### config.mk
export PLATFORM = sky130hd
export DESIGN_NAME = lst_ctrl
export DESIGN_NICKNAME = d
export VERILOG_FILES = /design/src/rtl/lst_pkg.sv /design/src/rtl/lst_ctrl.sv
export SDC_FILE = /design/constraint.sdc
export NUM_CORES = 1
export LEC_CHECK = 0
export BUFFER_PORTS_ARGS = -buffer_cell sky130_fd_sc_hd__clkbuf_2
export CAP_MARGIN = 20
export CORE_MARGIN = 2
export CORE_UTILIZATION = 56
export CTS_CLUSTER_DIAMETER = 80
export DETAILED_ROUTE_END_ITERATION = 8
export PLACE_DENSITY_LB_ADDON = 0.3
export RECOVER_POWER = 100
export SLEW_MARGIN = 20
export SYNTH_ARGS = -nofsm -noshare
export SYNTH_HDL_FRONTEND = slang
export SYNTH_SLANG_ARGS = --single-unit
export TNS_END_PERCENT = 1
### constraint.sdc
create_clock -name clk -period 3.8 [get_ports clk]
set_input_delay 0 -clock clk [delete_from_list [all_inputs] [get_ports clk]]
set_output_delay 0 -clock clk [all_outputs]
set_load 0.03 [all_outputs]
### src/rtl/lst_pkg.sv
// Shared widths, codes and controller/datapath command types for the
// segment/triangle test. No dependencies.
`timescale 1ns / 1ps

package lst_pkg;

  localparam int CW  = 16;               // coordinate width
  localparam int SW  = CW + 1;           // point difference width
  localparam int NW  = 2 * SW + 1;       // normal component width
  localparam int DW  = NW + SW + 2;      // distance / edge vector width
  localparam int HW  = (DW + 1) / 2;     // half of a wide operand
  localparam int WW  = 2 * HW;           // wide operand register width
  localparam int AW  = WW + SW + 2;      // accumulator width
  localparam int QW  = CW + 1;           // quotient magnitude width
  localparam int DCW = $clog2(QW + 1);   // divider step counter width
  localparam int TDW = ((3 * CW + 7) / 8) * 8;

  localparam logic [2:0] KIND_V0 = 3'd0;
  localparam logic [2:0] KIND_V1 = 3'd1;
  localparam logic [2:0] KIND_V2 = 3'd2;
  localparam logic [2:0] KIND_S  = 3'd3;
  localparam logic [2:0] KIND_E  = 3'd4;

  // Difference vectors of stored points
  typedef enum logic [3:0] {
    SV_E1, SV_E2, SV_L1, SV_L2, SV_DF, SV_E3, SV_E4, SV_W0, SV_W1
  } svec_t;

  // Wide multiplier operand
  typedef enum logic [1:0] {WS_E1, WS_N, WS_T, WS_D1} wsrc_t;

  // Accumulator write target
  typedef enum logic [2:0] {WD_NONE, WD_N, WD_T, WD_D1, WD_D2} wdst_t;

  typedef struct packed {
    logic       load;
    svec_t      sa_vec;
    logic [1:0] sa_comp;
    wsrc_t      sb_src;
    logic [1:0] sb_comp;
    logic       half;
    logic       neg;
    logic       clr;
    logic       mac;
    wdst_t      wr_dst;
    logic [1:0] wr_comp;
    logic       den_ld;
    logic       div_ld;
    logic       div_step;
    logic       p_wr;
    logic       out_wr;
    logic       out_hit;
  } cmd_t;

  typedef struct packed {
    logic d_fail;
    logic acc_neg;
  } stat_t;

endpackage

### src/rtl/lst_ctrl.sv
// Sequencer for the segment/triangle test: steps the shared multiply-
// accumulate, divider and checks. Depends on lst_pkg.
`timescale 1ns / 1ps

module lst_ctrl (
  input  logic           clk,
  input  logic           rst,
  input  logic           s_tvalid,
  input  logic [2:0]     s_tuser,
  output logic           s_tready,
  output logic           m_tvalid,
  input  logic           m_tready,
  input  lst_pkg::stat_t stat,
  output lst_pkg::cmd_t  cmd
);
  import lst_pkg::*;

  typedef enum logic [2:0] {ST_IDLE, ST_EXEC, ST_DIV, ST_PWR, ST_DONE} state_t;
  typedef enum logic [2:0] {OP_CROSS, OP_DOT, OP_MUL, OP_CHKD, OP_CHKE, OP_HIT} op_t;

  state_t state;
  logic [4:0] pc;
  logic [1:0] k, mcomp;
  logic term, half, hit, fin;
  logic [DCW-1:0] dcnt;
  op_t op;
  svec_t op_sa;
  wsrc_t op_sb;
  wdst_t op_dst;

  function automatic logic [1:0] inc3(input logic [1:0] c);
    return (c == 2'd2) ? 2'd0 : c + 2'd1;
  endfunction

  // Program: normal, distances, distance check, hit point, then an edge-side test per edge
  always_comb begin
    op = OP_HIT; op_sa = SV_E1; op_sb = WS_N; op_dst = WD_NONE;
    unique case (pc)
      5'd0:  begin op = OP_CROSS; op_sa = SV_E2; op_sb = WS_E1; op_dst = WD_N; end
      5'd1:  begin op = OP_DOT;   op_sa = SV_L1; op_dst = WD_D1; end
      5'd2:  begin op = OP_DOT;   op_sa = SV_L2; op_dst = WD_D2; end
      5'd3:  op = OP_CHKD;
      5'd4, 5'd5, 5'd6: begin op = OP_MUL; op_sa = SV_DF; op_sb = WS_D1; end
      5'd7:  begin op = OP_CROSS; op_sa = SV_E1; op_dst = WD_T; end
      5'd8:  begin op = OP_DOT;   op_sa = SV_W0; op_sb = WS_T; end
      5'd9:  op = OP_CHKE;
      5'd10: begin op = OP_CROSS; op_sa = SV_E3; op_dst = WD_T; end
      5'd11: begin op = OP_DOT;   op_sa = SV_W1; op_sb = WS_T; end
      5'd12: op = OP_CHKE;
      5'd13: begin op = OP_CROSS; op_sa = SV_E4; op_dst = WD_T; end
      5'd14: begin op = OP_DOT;   op_sa = SV_W0; op_sb = WS_T; end
      5'd15: op = OP_CHKE;
      default: op = OP_HIT;
    endcase
  end

  assign mcomp    = 2'(pc - 5'd4);
  assign s_tready = (state == ST_IDLE);
  assign fin = half && ((op == OP_CROSS) ? (term && k == 2'd2) :
                        (op == OP_DOT)   ? (k == 2'd2) : 1'b1);

  always_comb begin
    cmd         = '0;
    cmd.load    = s_tvalid && s_tready;
    cmd.sa_vec  = op_sa;
    cmd.sb_src  = op_sb;
    cmd.half    = half;
    cmd.wr_comp = k;
    cmd.out_hit = hit;
    unique case (state)
      ST_EXEC: begin
        unique case (op) inside
          OP_CROSS: begin
            cmd.mac     = 1'b1;
            cmd.sa_comp = term ? inc3(k) : inc3(inc3(k));
            cmd.sb_comp = term ? inc3(inc3(k)) : inc3(k);
            cmd.neg     = term;
            cmd.clr     = !term && !half;
            if (term && half) cmd.wr_dst = op_dst;
          end
          OP_DOT: begin
            cmd.mac     = 1'b1;
            cmd.sa_comp = k;
            cmd.sb_comp = k;
            cmd.clr     = (k == 2'd0) && !half;
            if (k == 2'd2 && half) cmd.wr_dst = op_dst;
          end
          OP_MUL: begin
            cmd.mac     = 1'b1;
            cmd.sa_comp = mcomp;
            cmd.clr     = !half;
          end
          OP_CHKD: cmd.den_ld = !stat.d_fail;
          default: ;
        endcase
      end
      ST_DIV: begin
        cmd.div_ld   = (dcnt == '0);
        cmd.div_step = (dcnt != '0);
      end
      ST_PWR: begin
        cmd.sa_vec  = SV_DF;
        cmd.sa_comp = mcomp;
        cmd.p_wr    = 1'b1;
      end
      ST_DONE: cmd.out_wr = !m_tvalid || m_tready;
      default: ;
    endcase
  end

  always_ff @(posedge clk) begin
    if (rst) begin
      state    <= ST_IDLE;
      pc       <= '0;
      k        <= '0;
      term     <= 1'b0;
      half     <= 1'b0;
      dcnt     <= '0;
      hit      <= 1'b0;
      m_tvalid <= 1'b0;
    end else begin
      if (m_tvalid && m_tready && state != ST_DONE) m_tvalid <= 1'b0;
      unique case (state)
        ST_IDLE: begin
          if (s_tvalid && s_tuser == KIND_E) begin
            state <= ST_EXEC;
            pc    <= '0;
            k     <= '0;
            term  <= 1'b0;
            half  <= 1'b0;
          end
        end
        ST_EXEC: begin
          unique case (op) inside
            OP_CROSS, OP_DOT, OP_MUL: begin
              if (fin) begin
                k    <= '0;
                term <= 1'b0;
                half <= 1'b0;
                if (op == OP_MUL) begin
                  state <= ST_DIV;
                  dcnt  <= '0;
                end else begin
                  pc <= pc + 5'd1;
                end
              end else begin
                half <= !half;
                if (half) begin
                  if (op == OP_CROSS && !term) begin
                    term <= 1'b1;
                  end else begin
                    term <= 1'b0;
                    k    <= inc3(k);
                  end
                end
              end
            end
            OP_CHKD: begin
              if (stat.d_fail) begin
                hit   <= 1'b0;
                state <= ST_DONE;
              end else begin
                pc <= pc + 5'd1;
              end
            end
            OP_CHKE: begin
              if (stat.acc_neg) begin
                hit   <= 1'b0;
                state <= ST_DONE;
              end else begin
                pc <= pc + 5'd1;
              end
            end
            OP_HIT: begin
              hit   <= 1'b1;
              state <= ST_DONE;
            end
            default: state <= ST_IDLE;
          endcase
        end
        ST_DIV: begin
          dcnt <= dcnt + 1'b1;
          if (dcnt == DCW'(QW)) state <= ST_PWR;
        end
        ST_PWR: begin
          pc    <= pc + 5'd1;
          state <= ST_EXEC;
        end
        ST_DONE: begin
          if (!m_tvalid || m_tready) begin
            m_tvalid <= 1'b1;
            state    <= ST_IDLE;
          end
        end
        default: state <= ST_IDLE;
      endcase
    end
  end

endmodule

After elaboration in Yosys (flattened, before gate mapping)
Index checks and enable logic that the tools add are counted.
- $add $sub $neg: 5
- equality and inequality tests: 47
- multiplexer cells: 67
- reductions and logical operators: 41
- operator list (cell ; count):
    5-bit by 4-bit equality test with 1-bit output (second input constant) ; 8
    5-bit 2-to-1 mux ; 8
    4-bit one-hot mux with 8 select lines ; 1
    3-bit != test (second input constant) ; 10
    3-bit one-hot mux with 5 select lines ; 2
    5-bit one-hot mux with 3 select lines ; 2
    3-bit 2-to-1 mux ; 9
    3-bit one-hot mux with 4 select lines ; 2
    2-bit 2-to-1 mux ; 11
    5-bit by 3-bit equality test with 1-bit output (second input constant) ; 4
    1-bit 2-to-1 mux ; 19
    2-bit one-hot mux with 3 select lines ; 3
    3-bit OR reduction ; 5
    7-bit AND reduction ; 2
    3-bit by 2-bit equality test with 1-bit output (second input constant) ; 4
    3-bit equality test (second input constant) ; 4
    2-bit != test (second input constant) ; 6
    2-bit one-hot mux with 2 select lines ; 3
    4-bit AND reduction ; 3
    1-bit logical AND ; 11
    5-bit by 1-bit adder with 5-bit output (second input constant) ; 2
    5-bit by 2-bit equality test with 1-bit output (second input constant) ; 2
    5-bit zero test ; 2
    5-bit one-hot mux with 2 select lines ; 1
    other kinds (25) ; 36
- bits in registers: 19
- input bits: 9
- output and inout bits: 28

Logic depth before layout (Yosys ltp)
Gate-level depths: netlist (run 1).
- word-level depth: 10
- gate-level depth with buffers: 10
- depth with buffers taken out: 9

Worst setup path after synthesis (run 1)
Ideal clock, no wire load.
- path type: register -> output
- start point: register pc[1]
- end point: output cmd[10] in the netlist's numbering
- arrival time: 3.061 ns
- required time: 3.800 ns
- setup slack: 0.739 ns
- stages on the path, launching flop included: 9
- cells stage by stage: dfxtp_1 -> inv_1 -> ha_1 -> buf_2 -> mux2_2 -> a21o_1 -> nor4_1 -> a2bb2oi_1 -> nor4b_1
- RTL lines (element ; line ; RTL):
    start, declared ; lst_ctrl.sv:22 ; logic [4:0] pc;
    start signal, assigned ; lst_ctrl.sv:144 ; pc <= pc + 5'd1;
    start signal, assigned ; lst_ctrl.sv:163 ; pc <= pc + 5'd1;
    start signal, assigned ; lst_ctrl.sv:171 ; pc <= pc + 5'd1;
    end, declared ; lst_ctrl.sv:14 ; output lst_pkg::cmd_t cmd

==> results.md, run 1 <==
* FF-to-FF setup slack at approximately 450 ps
* DRC violations left at 0
* # Post-CTS Setup Buffers at 0
* Ant diodes at 0
* Fillers at 320
* Min-delay src: rst
* Layout cell share with drive strength beyond 1 at ~8.5%
* Syn Nets at 265
* Root Buffer: clkbuf_4
* Yosys top cell area share at roughly a fifth
* Main combinational cell family by area after synthesis: compound AO/OA/AOI/OAI gates
* GPL Wtd Cong at 0.935
* Seq/Total Area, Yosys at 20.4%
* Clock Pin Slew Worst Setup and Hold Paths at between 100 and 150 ps
* Global Route Usage Sum at around a quarter
* Area occupied by multi-input gates at 1290 sq um
* Pre-CTS setup slack at roughly 920 ps
* Detailed placement HPWL at about 3600 um
* Async SR Flop Fraction at 0%
* Starting density of the core at ~60%
* Max Slew Vio Count at 0
* Peak VDD IR at 0.149 mV
* Critical Path RT at between 3000 and 4000 ps
* # rows at 20
* Setup violators final at 0
* # IOs at 37
* DRC marker count from the first detailed-route iteration at 156
* Max Cap Viol at 0
* Vias at between 1500 and 2000
* #FFs+latches synth at 19
* Crit-path slowest cell: a211oi_1
* Startpoint types: flop
* Final Skew at between 4 and 5 ps
* Largest net degree at the start of global routing at 22
* R2R Path Start: pc[0]
* Number of global-route vias before repair at ~1700
* Die Y at 61.7 um
* Vias per cell at a little over 6
* Crit path largest cell delay at between 600 and 700 ps
* Hold Crit Class: primary input to flop
* Synth unique cells at 62
* Setup WS post-layout at 418 ps
* Reg2reg end: pc[2]
* Hold Path Depth at 2
* Post-Synth Adder-Cell Area at around 5.4%
* Buffers & Inverters on Critical Path at 2
* Die width at roughly 62 um
* Clock Tree Buf Depth at 2
* Wire per inst at 14.9 um
* WP data arrival at between 3000 and 4000 ps
* Outcome: finished, final reports clean
* DRT Wirelength at around 4700 um
* Crit path max-delay family: compound AO/OA/AOI/OAI gates
* Post-Syn Instances at around 250
* Cell Chain, Critical Path: inv_1, ha_1, mux2_2, a211oi_1, nand2_1, a21oi_1, a22o_1, clkbuf_2
* Post-layout nets at 290
* RSZ-0062 raised after global routing: no
* Xor/xnor share of the synthesized area at less than 1%
* Post-Synth Simple-Gate Area at between 20% and 30%
* Core box area at between 3000 and 4000 sq um
* Post-synth EDFFs at 0
* DR pass1 iterations at 4
* Max-slew headroom at between 40% and 50%
* Final worst path period need at roughly 3400 ps
* Compound-Gate Fraction of Synth Area at around 31%
* Most frequent cells in the layout: 26 x nand2_1, 26 x clkbuf_1, 21 x a21oi_1, 19 x nor2_1, 19 x dfxtp_1
* Clock Latency Late Sink at 310 ps
* Initial antenna violation count at 0
* CTS tree: done
* # clock sinks at 19
* First-pass GRT wire length at ~7500 um
* Top cells by area, synth: dfxtp_1 20%, a21oi_1 5.4%, ha_1 5.4%
* GR Overflow Total at 0
* WS Path Type: flop to primary output
* Port bufs at 36
* Area Growth Syn to Fin at 5.17%
* DRT antenna net count at 0
* CTS buffer count at 3
* Final cell utilization of the core at about 63%
* PwrDens at 178 nW/um^2
* Slew @ Worst Pin at 813 ps
* Mux contribution to synthesized area at 4.97%
* Ys flop type: dfxtp_1
* Htree depth at 1
* Yosys warns at 0
* Pleak at about 0.73 nW
* Tcrit/Tclk final at approximately 90%
* Crit path max fanout at 9
* Worst Hold End: dcnt[4]
* Reg2reg path depth at 8
* CP Capture Type: primary output
* Seq. cell area at around 380 sq um
* Syn_area_per_cell at approximately 7.5 sq um
* Final setup TNS at 0 ps
* Final hold violation count at 0
* Leading area contributor after synthesis: dfxtp_1
* Max Clk Rate at around 0.3 GHz
* Cell area after synthesis at approximately 1900 sq um
* Die area at around 3800 sq um
* Crit path depth at 8
## timing repair
action / in CTS / in global routing
endpoints found under the hold margin: 1 / 0
resized for setup: 0 / 0
hold buffers: 1 / 0
## routing by layer
| layer | vias up | GRT usage, % | share of wire [%] |
|---|---|---|---|
| li1 | 974 | - | - |
| met1 | 906 | 35.5 | 45 |
| met2 | 68 | 42.4 | 47 |
| met3 | 9 | 3.99 | 6.3 |
| met4 | 0 | 7.60 | 1.4 |
| met5 | - | 0 | 0 |
## power by group
part           total [mW]  internal, mW  switching (mW)
registers           0.202         0.200         0.00180
logic              0.0407        0.0133          0.0275
clock network       0.106        0.0393          0.0668
total               0.349         0.253          0.0961
## sequential cells by signal, summed over array words and instances, names as in the netlist
register	cells
dcnt	5
hit	1
m_tvalid	1
term	1
half	1
pc	5
state	3
k	2
## stage by stage
step | area [sq um] | power (mW) | hold WS, ps | std cells
final | 1960 | 0.349 | 79.8 | 316
after global routing | 1960 | 0.362 | 104 | 316
after CTS | 2050 | 0.353 | 75.6 | 316
after detailed placement | 2010 | 0.248 | 325 | 311
after global placement | 2010 | 0.248 | 324 | 311
after floorplan | 1860 | 0.236 | 67.9 | 248
## how the worst max path moves through the flow
stage,startpoint,end,slack (ps)
6_report,pc[0],cmd[19],420
5_1_grt,pc[3],pc[1],180
4_1_cts,pc[0],cmd[10],530
3_5_place_dp,pc[0],cmd[10],920
3_3_place_gp,pc[0],cmd[10],960
2_1_floorplan,pc[1],cmd[10],740
## cell usage after synthesis, drive strengths merged, types with 6 or more instances
cell type and number:
nand2 26, a21oi 21, dfxtp 19, nor2 19, inv 13, nand3 12
nor3 12, buf 9, o21ai 9, clkbuf 8, ha 8, mux2i 7
a211oi 6, nand2b 6
## cell type report
type                       count  area share [%]
multi-input combinational    199            65.8
sequential                    19            19.4
timing repair buffer          37            8.05
tap                           44            2.81
inverter                      13            2.49
clock buffer                   3            1.15
clock inverter                 1           0.255
## kinds of logic (layout without fill, tap and decap cells)
kind of cell / count (synthesis) / in the layout
adder cells (fa/ha/maj): 8 / 8
buffers and inverters: 30 / 54
AO/OA/AOI/OAI: 74 / 74
AND/OR/NAND/NOR: 106 / 106
flip-flops: 19 / 19
multiplexers: 9 / 9
XOR/XNOR: 2 / 2
Note: power is estimated with default switching activity, not from simulation.
==> run 2: changes to the inputs <==
- CELL_PAD_IN_SITES_DETAIL_PLACEMENT: not set -> 1
- CELL_PAD_IN_SITES_GLOBAL_PLACEMENT: not set -> 1
- CORE_UTILIZATION: 56 -> 40
==> results.md, run 2 (synthesis gave the netlist of run 1 again) <==
* Reg2reg path depth at 8 (unchanged)
* Seq. cell area at 380 sq um (unchanged)
* CTS buffer count at 3 (unchanged)
* R2R Path Start: pc[0] (unchanged)
* Critical Path RT at 3800 ps (about the same)
* Reg2reg end: pc[3] (was pc[2])
* Wire per inst at 17.1 um (was 14.9 um)
* RSZ-0062 raised after global routing: no (unchanged)
* PwrDens at 194 nW/um^2 (was 178 nW/um^2)
* Slew @ Worst Pin at 803 ps (was 813 ps)
* GR Overflow Total at 0 (unchanged)
* DRT antenna net count at 0 (unchanged)
* Detailed placement HPWL at 4350 um (was 3580 um)
* Worst Hold End: m_tvalid (was dcnt[4])
* Area occupied by multi-input gates at 1310 sq um (was 1290 sq um)
* Pleak at 0.734 nW (was 0.728 nW)
* Root Buffer: clkbuf_8 (was clkbuf_4)
* Final worst path period need at 3490 ps (was 3380 ps)
* Htree depth at 1 (unchanged)
* Post-layout nets at 290 (unchanged)
* Final Cell Area at 2010 sq um (was 1960 sq um)
* Hold Worst Slack at 54.8 ps (was 79.8 ps)
* DRC marker count from the first detailed-route iteration at 110 (was 156)
* Peak VDD IR at 0.184 mV (was 0.149 mV)
* Min-delay src: m_tready (was rst)
* WS Path Type: flop to primary output (unchanged)
* Hold Crit Class: primary input to flop (unchanged)
* Most frequent cells in the layout: 26 x nand2_1, 25 x clkbuf_1, 21 x a21oi_1, 19 x nor2_1, 19 x dfxtp_1 (was 26 x nand2_1, 26 x clkbuf_1, 21 x a21oi_1, 19 x nor2_1, 19 x dfxtp_1)
* DRT Wirelength at 5550 um (was 4710 um)
* Tcrit/Tclk final at 91.8% (was 89.0%)
* Max Slew Vio Count at 0 (unchanged)
* # rows at 24 (was 20)
* Clock Pin Slew Worst Setup and Hold Paths at 80 ps (was 110 ps)
* Max-slew headroom at 46.0% (was 45.3%)
* Max Cap Viol at 0 (unchanged)
* Placed Area at 2030 sq um (was 2010 sq um)
* CTS resizes at 0 (unchanged)
* CP Capture Type: primary output (unchanged)
* Fillers at 580 (was 320)
* Final Skew at 9.33 ps (was 4.45 ps)
* Clock Latency Late Sink at 260 ps (was 310 ps)
* Startpoint types: flop (unchanged)
* Most common cell after layout, fill and taps aside: nand2_1
* Vias at 1955 (was 1957)
* Core box area at 4410 sq um (was 3100 sq um)
* WP data arrival at 3490 ps (was 3380 ps)
* Area Growth Syn to Fin at 7.66% (was 5.17%)
* Largest net degree at the start of global routing at 17 (was 22)
* Final hold violation count at 0 (unchanged)
* Layout cell share with drive strength beyond 1 at 9.93% (was 8.46%)
* Starting density of the core at 42.2% (was 60.0%)
* GPL Wtd Cong at 0.851 (was 0.935)
* Outcome: finished, final reports clean (unchanged)
* # Post-CTS Setup Buffers at 0 (unchanged)
* # IOs at 37 (unchanged)
* Number of global-route vias before repair at 1910 (was 1650)
* Setup violators final at 0 (unchanged)
* Final setup TNS at 0 ps (unchanged)
* Die area at 5220 sq um (was 3800 sq um)
* FF-to-FF setup slack at 400 ps (was 450 ps)
* Ant diodes at 0 (unchanged)
* CTS Hold Bufs at 0 (was 1)
* Die width at 72.2 um (was 61.7 um)
* DR pass1 iterations at 4 (unchanged)
* Vias per cell at 6.03 (was 6.19)
* Crit path max fanout at 9 (unchanged)
* First-pass GRT wire length at 9140 um (was 7470 um)
* Die Y at 72.2 um (was 61.7 um)
* Final cell utilization of the core at 45.4% (was 63.1%)
* Initial antenna violation count at 0 (unchanged)
* Global Route Usage Sum at 21.8% (was 26.0%)
* Port bufs at 36 (unchanged)
* Clock Tree Buf Depth at 2 (unchanged)
* Hold Path Depth at 3 (was 2)
* Biggest regs: dcnt x5, pc x5, state x3 (unchanged)
* Max Clk Rate at 0.287 GHz (was 0.296 GHz)
* # clock sinks at 19 (unchanged)
* DRC violations left at 0 (unchanged)
* CTS tree: done (unchanged)
run 2: cell type report:
class	instances	share of cell area, %
clock inverters	1	0.374
flip-flops and latches	19	19.0
repair buffers	37	7.80
clock buffers	3	2.06
inverters	13	2.43
multi-input cells	199	65.1
well taps	52	3.24
run 2: metal layers:
metal | GRT usage [%] | up-vias | wire [um]
li1 | - | 974 | -
met1 | 29.9 | 935 | 2650
met2 | 36.1 | 42 | 2640
met3 | 3.61 | 4 | 234
met4 | 4.19 | 0 | 31
met5 | 0 | - | 0
run 2: how the worst max path moves through the flow:
stage                      from      end  slack (ps)  cells after the start
after floorplan           pc[1]  cmd[10]         740                      8
after global placement    pc[0]  cmd[10]         880                      8
after detailed placement  pc[0]  cmd[10]         830                      8
after CTS                 pc[0]  cmd[10]         520                      8
after global routing      pc[0]  cmd[20]         100                      8
final                     pc[0]  cmd[20]         310                      8
run 2: worst max-delay path: stages, from the launching register on:
cell and delay (ps):
dfxtp_1 430, inv_1 120, ha_1 330, mux2_2 340, a211oi_1 690, nand2_1 110, a21oi_1 630, a22o_1 250
clkbuf_1 330
run 2: through the flow:
step / instances / power [mW] / setup WS, ps
after floorplan: 248 / 0.236 / 739
after global placement: 320 / 0.249 / 877
final: 324 / 0.390 / 312
after detailed placement: 320 / 0.250 / 834
after global routing: 324 / 0.409 / 103
after CTS: 324 / 0.398 / 521
run 2: power by group:
group          leakage [nW]  switching, mW  total, mW  internal, mW
Sequential            0.153        0.00192      0.202         0.200
Combinational         0.559         0.0283     0.0413        0.0129
Clock                0.0217         0.0726      0.147        0.0740
==> run 3: changes to the inputs <==
--- a/config.mk
+++ b/config.mk
@@ -11,2 +11,3 @@
 export CELL_PAD_IN_SITES_GLOBAL_PLACEMENT = 1
+export CORE_ASPECT_RATIO = 1.1
 export CORE_MARGIN = 2
==> constraint.sdc (replaced) <==
create_clock -name clk -period 3.8 [get_ports clk]
set_input_delay 0.19 -clock clk [delete_from_list [all_inputs] [get_ports clk]]
set_output_delay 0.19 -clock clk [all_outputs]
set_load 0.03 [all_outputs]
==> results.md, run 3 (synthesis gave the netlist of run 1 again) <==
* WS Path Type: flop to primary output (unchanged)
* # Post-CTS Setup Buffers at 0 (unchanged)
* Pleak at 0.730 nW (was 0.734 nW)
* Global Route Usage Sum at 21.2% (was 21.8%)
* # clock sinks at 19 (unchanged)
* RSZ-0062 raised after global routing: no (unchanged)
* Ant diodes at 0 (unchanged)
* Initial antenna violation count at 0 (unchanged)
* Fillers at 616 (was 580)
* Tcrit/Tclk final at 94.6% (was 91.8%)
* Die width at 69.1 um (was 72.2 um)
* Max Cap Viol at 0 (unchanged)
* GR Overflow Total at 0 (unchanged)
* Root Buffer: clkbuf_8 (unchanged)
* Clock Pin Slew Worst Setup and Hold Paths at 80 ps (about the same)
* Max Clk Rate at 0.278 GHz (was 0.287 GHz)
* Final setup TNS at 0 ps (unchanged)
* Cell Chain, Critical Path: nand2b_1, o32ai_2, nor2_1, a21oi_1, a22o_1, clkbuf_1 (was inv_1, ha_1, mux2_2, a211oi_1, nand2_1, a21oi_1, a22o_1, clkbuf_1)
* PwrDens at 195 nW/um^2 (was 194 nW/um^2)
* Seq. cell area at 380 sq um (unchanged)
* Vias at 1973 (was 1955)
* Core box area at 4550 sq um (was 4410 sq um)
* DRC violations left at 0 (unchanged)
* Metal3 WL at 170 um (was 234 um)
* CP Capture Type: primary output (unchanged)
* Detailed placement HPWL at 4330 um (was 4350 um)
* Setup violators final at 0 (unchanged)
* Clock Latency Late Sink at 260 ps (about the same)
* Post-layout nets at 289 (was 290)
* Critical Path RT at 3610 ps (was 3800 ps)
* DRT antenna net count at 0 (unchanged)
* Vias per cell at 6.03 (about the same)
* WL met1 at 2630 um (was 2650 um)
* Crit path max fanout at 21 (was 9)
* First-pass GRT wire length at 9040 um (was 9140 um)
* Wire per inst at 17.0 um (was 17.1 um)
* Largest net degree at the start of global routing at 22 (was 17)
* Layout cell share with drive strength beyond 1 at 9.23% (was 9.93%)
* Hold Crit Class: primary input to flop (unchanged)
* Final Skew at 12.0 ps (was 9.33 ps)
* Final worst path period need at 3590 ps (was 3490 ps)
* DR pass1 iterations at 4 (unchanged)
* Placed Area at 2030 sq um (about the same)
* Final Cell Area at 2010 sq um (about the same)
* Area Growth Syn to Fin at 7.72% (was 7.66%)
* Max Slew Vio Count at 0 (unchanged)
* WP data arrival at 3400 ps (was 3490 ps)
* Max layer used: met4 (unchanged)
* Crit path max-delay family: compound AO/OA/AOI/OAI gates (unchanged)
* # rows at 26 (was 24)
* Area occupied by multi-input gates at 1310 sq um (about the same)
* Outcome: finished, final reports clean (unchanged)
* CTS buffer count at 3 (unchanged)
* GPL Wtd Cong at 0.898 (was 0.851)
* Htree depth at 1 (unchanged)
* Startpoint types: flop (unchanged)
* Buffers & Inverters on Critical Path at 1 (was 2)
* Crit-path slowest cell: dfxtp_1 (was a211oi_1)
* Most frequent cells in the layout: 26 x nand2_1, 25 x clkbuf_1, 21 x a21oi_1, 19 x nor2_1, 19 x dfxtp_1 (unchanged)
* Max-slew headroom at 38.3% (was 46.0%)
* CTS tree: done (unchanged)
* Met2 WL post-DR at 2680 um (was 2640 um)
* Slew @ Worst Pin at 926 ps (was 803 ps)
* Most common cell after layout, fill and taps aside: nand2_1 (unchanged)
* Clock Tree Buf Depth at 2 (unchanged)
* DRT Wirelength at 5570 um (was 5550 um)
* CTS Hold Bufs at 0 (unchanged)
* Number of global-route vias before repair at 1921 (was 1910)
* DRC marker count from the first detailed-route iteration at 94 (was 110)
* Peak VDD IR at 0.133 mV (was 0.184 mV)
* Starting density of the core at 40.9% (was 42.2%)
* Die area at 5220 sq um (about the same)
* CTS resizes at 0 (unchanged)
* # IOs at 37 (unchanged)
* Crit path largest cell delay at 800 ps (was 690 ps)
* Port bufs at 36 (unchanged)
* Die Y at 75.6 um (was 72.2 um)
* Final hold violation count at 0 (unchanged)
* Biggest regs: dcnt x5, pc x5, state x3 (unchanged)
[run 3: cell count changes in the layout (fill, tap and decap cells not counted), sizes merged]
| cell | previous run | this run |
|---|---|---|
| buf | 1 | 0 |
[run 3: report_power, final]
part / internal (mW) / switching [mW]
Sequential: 0.200 / 0.00175
Clock: 0.0740 / 0.0742
Combinational: 0.0131 / 0.0288
Total: 0.287 / 0.105
[run 3: layout make-up]
| type | instances | area share [%] |
|---|---|---|
| inverter | 13 | 2.43 |
| sequential | 19 | 19.0 |
| timing repair buffer | 36 | 7.42 |
| tap | 56 | 3.49 |
| clock buffer | 3 | 2.06 |
| clock inverter | 1 | 0.374 |
| multi-input combinational | 199 | 65.3 |
[run 3: through the flow]
stage | hold slack (ps) | instances | utilization, % | total power [mW] | setup WS (ps)
floorplan | 258 | 248 | - | 0.236 | 549
global placement | 506 | 323 | 44.5 | 0.249 | 852
detailed placement | 517 | 323 | 44.5 | 0.250 | 699
CTS | 234 | 327 | 45.5 | 0.398 | 388
global route | 262 | 327 | 44.1 | 0.412 | 62.8
finish | 231 | 327 | 44.1 | 0.392 | 205
[run 3: worst paths after layout]
kind         slack (ps)  startpoint  endpoint  depth (start not counted)
max                 210       pc[3]   cmd[20]                          6
min                 230    m_tready  m_tvalid                          3
max reg2reg         420       pc[0]     pc[3]                          8
min reg2reg         530       pc[1]     pc[1]                          2
[run 3: layer usage]
layer,global-route usage [%],vias to the layer above
li1,-,967
met1,26.5,948
met2,39.0,48
met3,1.72,10
met4,7.19,0
met5,0,-
[run 3: worst register-to-register path, stage by stage (launching register included)]
cell and delay [ps]:
dfxtp_1 420, inv_1 120, ha_1 330, nor2_1 340
o32ai_2 210, or4_1 680, o221ai_1 700, a211oi_4 200
a32o_1 270
